`config.mk`:
```
export PLATFORM = sky130hd
export DESIGN_NAME = max_priority_queue
export DESIGN_NICKNAME = d
export VERILOG_FILES = /design/src/hw/rtl/mpq_pkg.sv /design/src/hw/rtl/mpq_ctrl.sv /design/src/hw/rtl/mpq_datapath.sv /design/src/hw/rtl/max_priority_queue.sv
export SDC_FILE = /design/constraint.sdc
export NUM_CORES = 1
export LEC_CHECK = 0
export ABC_AREA = 0
export BUFFER_PORTS_ARGS = -buffer_cell sky130_fd_sc_hd__buf_4
export CAP_MARGIN = 30
export CORE_AREA = 2 2 343 260
export CTS_CLUSTER_DIAMETER = 80
export DETAILED_ROUTE_END_ITERATION = 16
export DIE_AREA = 0 0 345 262
export GPL_TIMING_DRIVEN = 0
export HOLD_SLACK_MARGIN = 0.15
export PLACE_DENSITY = 0.43
export SLEW_MARGIN = 10
export SYNTH_ARGS = -nofsm -noshare
export SYNTH_HDL_FRONTEND = slang
export SYNTH_SLANG_ARGS = --single-unit
```
`constraint.sdc`:
```
create_clock -name clk -period 8.6 [get_ports clk]
set_input_delay 2.15 -clock clk [delete_from_list [all_inputs] [get_ports clk]]
set_output_delay 2.15 -clock clk [all_outputs]
set_load 0.05 [all_outputs]
```
`src/hw/rtl/mpq_pkg.sv`:
```
// ----------------------------------------------------------------------------
// mpq_pkg
// Shared sizes, codes and control structs for the max priority queue.
// ----------------------------------------------------------------------------
package mpq_pkg;

  localparam int DEPTH         = 16;
  localparam int PRIORITY_BITS = 8;
  localparam int PAYLOAD_BITS  = 16;

  localparam int IDX_W  = (DEPTH > 1) ? $clog2(DEPTH) : 1;
  localparam int CNT_W  = $clog2(DEPTH + 1);
  localparam int LEVELS = IDX_W;
  localparam int LEAVES = 1 << LEVELS;

  typedef logic [PRIORITY_BITS-1:0] pri_t;
  typedef logic [PAYLOAD_BITS-1:0]  pay_t;
  typedef logic [IDX_W-1:0]         idx_t;
  typedef logic [CNT_W-1:0]         cnt_t;

  typedef enum logic {
    CMD_ADD     = 1'b0,
    CMD_EXTRACT = 1'b1
  } cmd_code_t;

  typedef enum logic [1:0] {
    ST_OK    = 2'd0,
    ST_FULL  = 2'd1,
    ST_EMPTY = 2'd2
  } status_t;

  // controller -> datapath
  typedef struct packed {
    logic load;    // latch the request fields
    logic search;  // register the winner of the compare tree
    logic exec;    // apply the request and load the result register
  } dp_cmd_t;

  // datapath -> controller
  typedef struct packed {
    logic slot_free;  // result register is empty or being taken
  } dp_stat_t;

endpackage

```
`src/hw/rtl/mpq_ctrl.sv`:
```
// ----------------------------------------------------------------------------
// mpq_ctrl
// Sequencer: accept a request, search for the winner, then execute.
// ----------------------------------------------------------------------------
module mpq_ctrl (
  input  logic             clk,
  input  logic             rst,
  input  logic             cmd_valid,
  output logic             cmd_ready,
  input  mpq_pkg::dp_stat_t dp_stat,
  output mpq_pkg::dp_cmd_t  dp_cmd
);
  import mpq_pkg::*;

  typedef enum logic [1:0] {
    S_IDLE,
    S_SEARCH,
    S_EXEC
  } state_t;

  state_t state;
  logic   exec_go;

  assign exec_go   = (state == S_EXEC) && dp_stat.slot_free;
  // take the next request as soon as the current one executes; hold off in reset
  assign cmd_ready = !rst && ((state == S_IDLE) || exec_go);

  assign dp_cmd.load   = cmd_valid && cmd_ready;
  assign dp_cmd.search = (state == S_SEARCH);
  assign dp_cmd.exec   = exec_go;

  always_ff @(posedge clk) begin
    if (rst) begin
      state <= S_IDLE;
    end else begin
      case (state)
        S_IDLE: begin
          if (cmd_valid) begin
            state <= S_SEARCH;
          end
        end
        S_SEARCH: begin
          state <= S_EXEC;
        end
        S_EXEC: begin
          if (exec_go) begin
            state <= cmd_valid ? S_SEARCH : S_IDLE;
          end
        end
        default: begin
          state <= S_IDLE;
        end
      endcase
    end
  end

  a_accept_to_search: assert property (@(posedge clk) disable iff (rst)
    cmd_valid && cmd_ready |=> state == S_SEARCH)
    else $error("accepted request did not enter search");

  a_search_to_exec: assert property (@(posedge clk) disable iff (rst)
    state == S_SEARCH |=> state == S_EXEC)
    else $error("search did not advance to execute");

endmodule

```
`src/hw/rtl/mpq_datapath.sv`:
```
// ----------------------------------------------------------------------------
// mpq_datapath
// Entry storage in arrival order, max-compare tree, gap close and result
// register.
// ----------------------------------------------------------------------------
module mpq_datapath (
  input  logic                clk,
  input  logic                rst,
  input  mpq_pkg::dp_cmd_t    dp_cmd,
  output mpq_pkg::dp_stat_t   dp_stat,
  input  logic                command,
  input  mpq_pkg::pri_t       priority_req,
  input  mpq_pkg::pay_t       payload,
  output logic                rsp_valid,
  input  logic                rsp_ready,
  output logic                out_valid,
  output mpq_pkg::pri_t       out_priority,
  output mpq_pkg::pay_t       out_payload,
  output logic [1:0]          status,
  output mpq_pkg::cnt_t       occupancy
);
  import mpq_pkg::*;

  pri_t      entry_pri [DEPTH];
  pay_t      entry_pay [DEPTH];
  cnt_t      count;

  cmd_code_t op_reg;
  pri_t      pri_reg;
  pay_t      pay_reg;
  idx_t      best_idx;

  pri_t      node_pri [LEVELS+1][LEAVES];
  idx_t      node_idx [LEVELS+1][LEAVES];
  logic      node_vld [LEVELS+1][LEAVES];

  logic      is_full;
  logic      is_empty;
  idx_t      tail_idx;

  assign is_full   = (count == CNT_W'(DEPTH));
  assign is_empty  = (count == '0);
  assign tail_idx  = count[IDX_W-1:0];
  assign dp_stat.slot_free = !rsp_valid || rsp_ready;
  assign occupancy = count;

  // Compare tree: the right child wins only on a strictly higher priority,
  // so the earlier entry keeps ties.
  always_comb begin
    for (int i = 0; i < LEAVES; i++) begin
      if (i < DEPTH) begin
        node_pri[0][i] = entry_pri[i];
        node_vld[0][i] = (CNT_W'(i) < count);
      end else begin
        node_pri[0][i] = '0;
        node_vld[0][i] = 1'b0;
      end
      node_idx[0][i] = IDX_W'(i);
    end
    for (int l = 0; l < LEVELS; l++) begin
      for (int n = 0; n < LEAVES; n++) begin
        if (n < LEAVES / 2) begin
          if (node_vld[l][2*n+1] &&
              (!node_vld[l][2*n] || node_pri[l][2*n+1] > node_pri[l][2*n])) begin
            node_pri[l+1][n] = node_pri[l][2*n+1];
            node_idx[l+1][n] = node_idx[l][2*n+1];
          end else begin
            node_pri[l+1][n] = node_pri[l][2*n];
            node_idx[l+1][n] = node_idx[l][2*n];
          end
          node_vld[l+1][n] = node_vld[l][2*n] || node_vld[l][2*n+1];
        end else begin
          node_pri[l+1][n] = '0;
          node_idx[l+1][n] = '0;
          node_vld[l+1][n] = 1'b0;
        end
      end
    end
  end

  // request fields and search result
  always_ff @(posedge clk) begin
    if (dp_cmd.load) begin
      op_reg  <= cmd_code_t'(command);
      pri_reg <= priority_req;
      pay_reg <= payload;
    end
    if (dp_cmd.search) begin
      best_idx <= node_idx[LEVELS][0];
    end
  end

  // entry storage: append at the tail, close the gap on extract
  always_ff @(posedge clk) begin
    if (dp_cmd.exec) begin
      if (op_reg == CMD_ADD) begin
        if (!is_full) begin
          entry_pri[tail_idx] <= pri_reg;
          entry_pay[tail_idx] <= pay_reg;
        end
      end else if (!is_empty) begin
        for (int i = 0; i < DEPTH - 1; i++) begin
          if (IDX_W'(i) >= best_idx) begin
            entry_pri[i] <= entry_pri[i+1];
            entry_pay[i] <= entry_pay[i+1];
          end
        end
      end
    end
  end

  always_ff @(posedge clk) begin
    if (rst) begin
      count <= '0;
    end else if (dp_cmd.exec) begin
      if (op_reg == CMD_ADD) begin
        if (!is_full) begin
          count <= count + 1'b1;
        end
      end else if (!is_empty) begin
        count <= count - 1'b1;
      end
    end
  end

  // result register
  always_ff @(posedge clk) begin
    if (rst) begin
      rsp_valid <= 1'b0;
    end else if (dp_cmd.exec) begin
      rsp_valid <= 1'b1;
    end else if (rsp_ready) begin
      rsp_valid <= 1'b0;
    end
  end

  always_ff @(posedge clk) begin
    if (dp_cmd.exec) begin
      if (op_reg == CMD_EXTRACT && !is_empty) begin
        out_valid    <= 1'b1;
        out_priority <= entry_pri[best_idx];
        out_payload  <= entry_pay[best_idx];
        status       <= ST_OK;
      end else begin
        out_valid    <= 1'b0;
        out_priority <= '0;
        out_payload  <= '0;
        if (op_reg == CMD_EXTRACT) begin
          status <= ST_EMPTY;
        end else if (is_full) begin
          status <= ST_FULL;
        end else begin
          status <= ST_OK;
        end
      end
    end
  end

  a_add_grows: assert property (@(posedge clk) disable iff (rst)
    dp_cmd.exec && op_reg == CMD_ADD && !is_full |=> count == $past(count) + 1'b1)
    else $error("add did not grow the queue");

  a_extract_result: assert property (@(posedge clk) disable iff (rst)
    dp_cmd.exec && op_reg == CMD_EXTRACT && !is_empty
      |=> out_valid && status == ST_OK && count == $past(count) - 1'b1)
    else $error("extract did not deliver an entry");

  a_exec_loads_result: assert property (@(posedge clk) disable iff (rst)
    dp_cmd.exec |=> rsp_valid)
    else $error("executed request left no result");

endmodule

```
`src/hw/rtl/max_priority_queue.sv`:
```
// ----------------------------------------------------------------------------
// max_priority_queue
// Bounded priority queue kept in arrival order: add appends at the tail,
// extract removes the highest priority entry (earliest on a tie).
// ----------------------------------------------------------------------------
//
//   channel   handshake              fields
//   --------  ---------------------  ----------------------------------------
//   request   cmd_valid / cmd_ready  command, priority_req, payload
//   result    rsp_valid / rsp_ready  out_valid, out_priority, out_payload,
//                                    status, occupancy
//
// Steps: a request passes a search step, which registers the winner of the
//   max-compare tree over all entries, and an apply step; the next request
//   is accepted in the apply step of the one before it.
// Reset: clears the entry count, the sequencer and the result register;
//   entry contents are left as they are and are never read until written.
// Stalls: a finished result waits in the result register; one more request
//   is accepted and searched, and holds in its apply step until the result
//   register frees.
// ----------------------------------------------------------------------------
module max_priority_queue (
  input  logic                clk,
  input  logic                rst,
  // request channel
  input  logic                cmd_valid,
  output logic                cmd_ready,
  input  logic                command,
  input  mpq_pkg::pri_t       priority_req,
  input  mpq_pkg::pay_t       payload,
  // result channel
  output logic                rsp_valid,
  input  logic                rsp_ready,
  output logic                out_valid,
  output mpq_pkg::pri_t       out_priority,
  output mpq_pkg::pay_t       out_payload,
  output logic [1:0]          status,
  output mpq_pkg::cnt_t       occupancy
);
  import mpq_pkg::*;

  dp_cmd_t  dp_cmd;
  dp_stat_t dp_stat;

  // sequencer: accept, search, apply
  mpq_ctrl u_ctrl (
    .clk       (clk),
    .rst       (rst),
    .cmd_valid (cmd_valid),
    .cmd_ready (cmd_ready),
    .dp_stat   (dp_stat),
    .dp_cmd    (dp_cmd)
  );

  // storage, compare tree, gap close and result register
  mpq_datapath u_datapath (
    .clk          (clk),
    .rst          (rst),
    .dp_cmd       (dp_cmd),
    .dp_stat      (dp_stat),
    .command      (command),
    .priority_req (priority_req),
    .payload      (payload),
    .rsp_valid    (rsp_valid),
    .rsp_ready    (rsp_ready),
    .out_valid    (out_valid),
    .out_priority (out_priority),
    .out_payload  (out_payload),
    .status       (status),
    .occupancy    (occupancy)
  );

endmodule
```
==> run_results.csv, run 1 <==
group,metric,value,unit
outcome,status,"finished clean",
timing,slew_headroom,0.337,
pwr,power.density,166,mW/mm2
yosys,synth-main-ff-cell,"edfxtp_1",
grt,grt_max_degree,26,
setup_path,cp-start-kind,"flop",
job,maxCapViolCount,0,
clock_network,cts_tree,"yes",
clock_network,clock_latency,620,ps
grt,grt_usage,0.185,
detailed_routing,wl_per_cell,26.4,um
cells_and_area,nets,2152,
timing,final-setup-viol-count,0,
clock_network,cts_max_level,2,
placement,post-place-ws,-245,ps
die,io_pins,63,
detailed_routing,avgViaCountPerCell,5.21,
cells_and_area,register_area,0.0134,mm2
yosys,netlist_instances,1861,
detailed_routing,drc,0,
yosys,yosysMostFrequentCell,"edfxtp_1",
cells_and_area,largestRegisters,"u_datapath.entry_pay: 256 flops, u_datapath.entry_pri: 128 flops",
yosys,synth_area,0.0259,mm2
grt,grt_pass1_vias,16600,
pwr,peakVddDrop,148,uV
yosys,ys.warnings.count,0,
timing,finalCriticalPeriod,8230,ps
yosys,synth_top_cell_by_area,"edfxtp_1",
timing,setup_slack,366,ps
yosys,ys_async_sr_fraction,0,
setup_path,r2r-start,"u_datapath.occupancy[4]",
clock_network,post_cts_buffers,0,
setup_path,cp.arrival,8590,ps
die,die-area,0.0904,mm2
yosys,yosys_register_bits,448,
cells_and_area,area_delta_synth_final,16.0,%
yosys,synth-edff-count,440,
clock_network,clockRootBuffer,"clkbuf_16",
yosys,synth_top_area_share,0.510,
timing,report.final.slew_viol_count,0,
placement,gp_congestion,0.879,
setup_path,startpoint,"u_datapath.occupancy[4]",
detailed_routing,firstDrtPassIters,5,
die,die_h,262,um
grt,grt_remaining_overflow,0,
pwr,power_leakage,11.0,nW
yosys,synthTopCellsByArea,"edfxtp_1 51%, mux2_2 14%, mux4_2 10%",
setup_path,cp-end-kind,"flop",
die,initial_core_util,0.298,
yosys,ys_seq_area_frac,0.516,
setup_path,path_max_fanout,10,
worst_hold_path,hold_path_startpoint,"u_datapath.entry_pay[8][3]",
cells_and_area,multi_input_area,0.0117,mm2
timing,finalClockSkew,38.8,ps
clock_network,cts_buffers,53,
yosys,postSynthAreaPerCell,13.9,um2
yosys,synth_commonest_cells,"440 x edfxtp_1, 314 x mux2_2, 129 x nand2_1, 123 x ha_1, 120 x mux4_2",
clock_network,cts_max_path_buffers,3,
setup_path,required,8960,ps
yosys,synth_cell_types,75,
die,core_region_area,0.0870,mm2
die,row_count,94,
clock_network,path_clk_slew,60,ps
timing,holdWs,551,ps
timing,max_clock_freq,0.121,GHz
grt,antenna_found_initial,3,
placement,portBuffers,61,
setup_path,max_stage_delay,740,ps
setup_path,crit_path_top_delay_cell,"clkdlybuf4s15_1",
clock_network,hold_buffers,0,
detailed_routing,routed_wirelength,84.3,mm
grt,grt_pass1_wl,121,mm
detailed_routing,ant_nets,0,
setup_path,path_class,"reg2reg",
detailed_routing,vias,16600,
timing,grt_setup_unrepaired,"no",
cells_and_area,regMostFlops,"u_datapath.entry_pay",
cells_and_area,drive_gt1_frac,0.334,
detailed_routing,drt_iter0_markers,1324,
timing,hold_viol,0,
timing,worst_pin_slew,994,ps
cells_and_area,largest_reg_flops,256,
placement,dp_hpwl,66.3,mm
timing,post-route-period-util,0.957,
cells_and_area,fillCellCount,8427,
clock_network,clock-sinks,448,
yosys,synth_fp_nets,2013,
worst_hold_path,worst_hold_path_type,"reg2reg",
die,die_w,345,um
-- kinds of logic after synthesis --
kind of cell    Yosys count  synth area share
xor+xnor                  2          0.000676
flops                   448             0.516
buf+inv                 228            0.0360
mux                     488             0.262
compound gates          263            0.0676
fa+ha+maj               123            0.0594
simple gates            309            0.0586
-- through the flow --
stage	power (mW)	setup TNS [ps]	area, um2	util	std cells
finish	4.98	0	30100	0.345	3191
global route	5.14	0	30000	0.345	3189
CTS	5.03	0	29900	0.344	3186
detailed placement	2.76	-492	28200	0.324	3094
global placement	2.75	-2820	27800	0.320	3074
floorplan	2.65	0	25900	-	1861
-- critical path: cells and delay by family (launching register included) --
family | cells | cell delay, ps
buffers and inverters | 5 | 1950
and+or+nand+nor | 3 | 450
DFF | 1 | 340
adders and majority gates | 3 | 950
muxes | 1 | 450
AOI/OAI and AO/OA | 16 | 3810
-- layout make-up --
cell class / count / area share
Antenna cell: 2 / 0.000167
Buffer: 120 / 0.0179
Clock buffer: 65 / 0.0456
Clock inverter: 27 / 0.0102
Inverter: 107 / 0.0134
Multi-Input combinational cell: 1185 / 0.389
Sequential cell: 448 / 0.445
Tap cell: 1152 / 0.0480
Timing Repair Buffer: 85 / 0.0303
-- repair_timing --
item                                    in CTS  in global routing
gates resized for setup                      3                 18
endpoints found under the hold margin        0                  0
endpoints found under the setup margin       3                  4
-- path summary, 6_finish.rpt --
| check | end | slack [ps] | depth (start not counted) |
|---|---|---|---|
| max | u_datapath.best_idx[0] | 370 | 28 |
| min | u_datapath.entry_pay[7][3] | 550 | 2 |
| max reg2reg | u_datapath.best_idx[0] | 370 | 28 |
| min reg2reg | u_datapath.entry_pay[7][3] | 550 | 2 |
-- placed cells by master, fill, tap and decap left out, types with 56 or more instances in the layout --
| cell type | instances |
|---|---|
| o21ai_0 | 62 |
| nand2_1 | 129 |
| edfxtp_1 | 440 |
| mux2_2 | 314 |
| buf_4 | 66 |
| clkbuf_1 | 69 |
| inv_1 | 105 |
| mux4_2 | 120 |
| ha_1 | 123 |
| a21oi_1 | 56 |
-- routing by layer --
layer / GRT usage / routed length, um
met1: 0.288 / 42900
met2: 0.257 / 33600
met3: 0.0462 / 6390
met4: 0.0364 / 1370
met5: 0 / 0
-- power breakdown --
part / leakage [nW] / total [mW] / switching [mW] / internal, mW
registers: 4.04 / 2.43 / 0.0202 / 2.41
clock network: 0.819 / 2.26 / 0.949 / 1.31
logic: 6.17 / 0.293 / 0.165 / 0.128
Note: power is estimated with default switching activity, not from simulation.
==> run 2, diff against run 1 <==
--- a/config.mk
+++ b/config.mk
@@ -5,13 +5,13 @@
 export SDC_FILE = /design/constraint.sdc
 export NUM_CORES = 1
 export LEC_CHECK = 0
-export ABC_AREA = 0
+export ABC_AREA = 1
 export BUFFER_PORTS_ARGS = -buffer_cell sky130_fd_sc_hd__buf_4
 export CAP_MARGIN = 30
-export CORE_AREA = 2 2 343 260
+export CORE_AREA = 2 2 341 258
 export CTS_CLUSTER_DIAMETER = 80
 export DETAILED_ROUTE_END_ITERATION = 16
-export DIE_AREA = 0 0 345 262
+export DIE_AREA = 0 0 343 260
 export GPL_TIMING_DRIVEN = 0
 export HOLD_SLACK_MARGIN = 0.15
 export PLACE_DENSITY = 0.43
==> run_results.csv, run 2 <==
group,metric,value,unit
worst_hold_path,hold_end,"u_datapath.entry_pri[15][0]",
yosys,yosysMostFrequentCell,"o21ai_0",
yosys,synth_top_area_share,0.516,
detailed_routing,ant_nets,0,
yosys,ys_async_sr_fraction,0,
yosys,synth-main-ff-cell,"edfxtp_1",
setup_path,cp-end-kind,"flop",
yosys,postSynthAreaPerCell,8.67,um2
setup_path,path_class,"reg2reg",
yosys,ys_seq_area_frac,0.522,
yosys,yosys_register_bits,448,
yosys,synth_top_cell_by_area,"edfxtp_1",
setup_path,r2r-start,"u_datapath.entry_pri[15][3]",
setup_path,path_max_fanout,10,
pwr,power.density,172,mW/mm2
setup_path,r2r_cells,38,
setup_path,max_stage_delay,910,ps
clock_network,clockRootBuffer,"clkbuf_16",
cells_and_area,largestRegisters,"u_datapath.entry_pay: 256 flops, u_datapath.entry_pri: 128 flops",
setup_path,startpoint,"u_datapath.entry_pri[15][3]",
job,maxCapViolCount,0,
detailed_routing,drc,0,
setup_path,required,8950,ps
clock_network,cts_tree,"yes",
grt,antenna_found_initial,3,
detailed_routing,drt_iter0_markers,2639,
timing,max_clock_freq,0.124,GHz
cells_and_area,regMostFlops,"u_datapath.entry_pay",
clock_network,post_cts_buffers,0,
cells_and_area,fillCellCount,8880,
timing,final-setup-viol-count,0,
yosys,synth-edff-count,440,
cells_and_area,register_area,0.0134,mm2
placement,portBuffers,62,
clock_network,hold_buffers,0,
setup_path,cp.arrival,8440,ps
cells_and_area,mostFrequentLayoutCells,"628 x o21ai_0, 622 x nand2_1, 440 x edfxtp_1, 278 x inv_1, 269 x a21oi_1",
timing,post-route-period-util,0.941,
detailed_routing,wl_per_cell,24.8,um
cells_and_area,utilization,0.347,
yosys,netlist_instances,2952,
cells_and_area,layout_commonest_cell,"o21ai_0",
cells_and_area,area_delta_synth_final,16.2,%
cells_and_area,largest_reg_flops,256,
clock_network,cts_max_level,2,
grt,grt_pass1_wl,151,mm
pwr,peakVddDrop,155,uV
setup_path,cpMostUsedCell,"nand2_1",
yosys,synth_commonest_cells,"646 x o21ai_0, 622 x nand2_1, 440 x edfxtp_1, 279 x inv_1, 269 x a21oi_1",
die,initial_core_util,0.299,
die,core_region_area,0.0856,mm2
cells_and_area,diodes,0,
detailed_routing,avgViaCountPerCell,5.26,
die,die_h,260,um
cells_and_area,drive_gt1_frac,0.0844,
timing,finalClockSkew,19.5,ps
clock_network,path_clk_slew,60,ps
setup_path,cp-start-kind,"flop",
yosys,synth_area,0.0256,mm2
pwr,power_leakage,11.5,nW
timing,grt_setup_unrepaired,"no",
clock_network,clock_latency,620,ps
pwr,p_total,5.10,mW
die,io_pins,63,
detailed_routing,firstDrtPassIters,6,
timing,slew_headroom,0.273,
clock_network,cts_max_path_buffers,3,
clock_network,clock-sinks,448,
setup_path,crit_path_top_delay_cell,"o21ai_0",
worst_hold_path,hold_path_startpoint,"u_datapath.pri_reg[0]",
worst_hold_path,whs_path_depth,0,
placement,dp_hpwl,85.1,mm
grt,grt_usage,0.236,
cells_and_area,nets,3248,
grt,grt_remaining_overflow,0,
detailed_routing,vias,22500,
die,die-area,0.0892,mm2
setup_path,reg2reg_to,"u_datapath.best_idx[1]",
placement,gp_congestion,0.923,
yosys,synth_cell_types,47,
die,row_count,93,
die,die_w,343,um
outcome,status,"finished clean",
grt,grt_max_degree,25,
grt,grt_pass1_vias,20800,
yosys,ys.warnings.count,0,
detailed_routing,routed_wirelength,106,mm
cells_and_area,multi_input_area,0.0105,mm2
timing,worst_pin_slew,1080,ps
clock_network,cts_buffers,53,
timing,hold_viol,0,
yosys,synth_fp_nets,3104,
yosys,synthTopCellsByArea,"edfxtp_1 52%, o21ai_0 13%, nand2_1 9.1%",
setup_path,r2r_setup_slack,510,ps
timing,report.final.slew_viol_count,0,
timing,finalCriticalPeriod,8090,ps
worst_hold_path,worst_hold_path_type,"reg2reg",
## run 2: per-stage QoR
stage | worst slack, ps | instance area (um2) | setup TNS [ps] | std cells | hold slack (ps)
final | 509 | 29700 | 0 | 4278 | 459
after global routing | 8.33 | 29700 | 0 | 4278 | 488
after CTS | 135 | 29700 | 0 | 4275 | 459
after detailed placement | -124 | 28100 | -256 | 4178 | 444
after global placement | -215 | 27500 | -554 | 4154 | 435
after floorplan | 2430 | 25600 | 0 | 2952 | 424
## run 2: routing by layer
layer / vias up / track usage / routed length [um]
li1: 10500 / - / -
met1: 10800 / 0.369 / 51500
met2: 1041 / 0.323 / 41900
met3: 112 / 0.0556 / 10800
met4: 0 / 0.0479 / 1860
met5: - / 0 / 0
## run 2: worst max-delay path by stage
| stage | slack, ps | endpoint | cells past startpoint |
|---|---|---|---|
| 6_report | 510 | u_datapath.best_idx[1] | 38 |
| 5_1_grt | 8 | u_datapath.best_idx[1] | 42 |
| 4_1_cts | 140 | u_datapath.best_idx[1] | 40 |
| 3_5_place_dp | -120 | u_datapath.best_idx[1] | 38 |
| 3_3_place_gp | -220 | u_datapath.best_idx[1] | 37 |
| 2_1_floorplan | 2430 | u_datapath.best_idx[0] | 44 |
## run 2: area by class of cell
cell class	instances	area share
Buffer	189	0.0252
Sequential cell	448	0.450
Multi-Input combinational cell	2025	0.354
Tap cell	1140	0.0480
Inverter	290	0.0367
Timing Repair Buffer	89	0.0314
Clock inverter	37	0.00959
Clock buffer	60	0.0455
## run 2: kinds of logic after synthesis
group	Yosys count	synth area share
buffers and inverters	479	0.0717
adders and majority gates	123	0.0601
and+or+nand+nor	885	0.138
DFF	448	0.522
xor gates and xnor gates	1	0.000342
AOI/OAI and AO/OA	1016	0.208
## run 2: timing repair
action	CTS	global route
endpoints found under the setup margin	3	4
resized for setup	2	17
pin swaps	0	0
## run 2: critical path, delay by kind of cell, from the launching register on
family / cells / cell delay (ps)
flip-flops: 1 / 490
AO/OA/AOI/OAI: 18 / 3730
AND/OR/NAND/NOR: 9 / 790
adder cells (fa/ha/maj): 4 / 1450
buffers and inverters: 7 / 1320
## run 2: report_power, final
group / switching [mW] / internal, mW / total (mW)
Combinational: 0.347 / 0.127 / 0.474
Clock: 0.973 / 1.22 / 2.20
Sequential: 0.0247 / 2.41 / 2.44
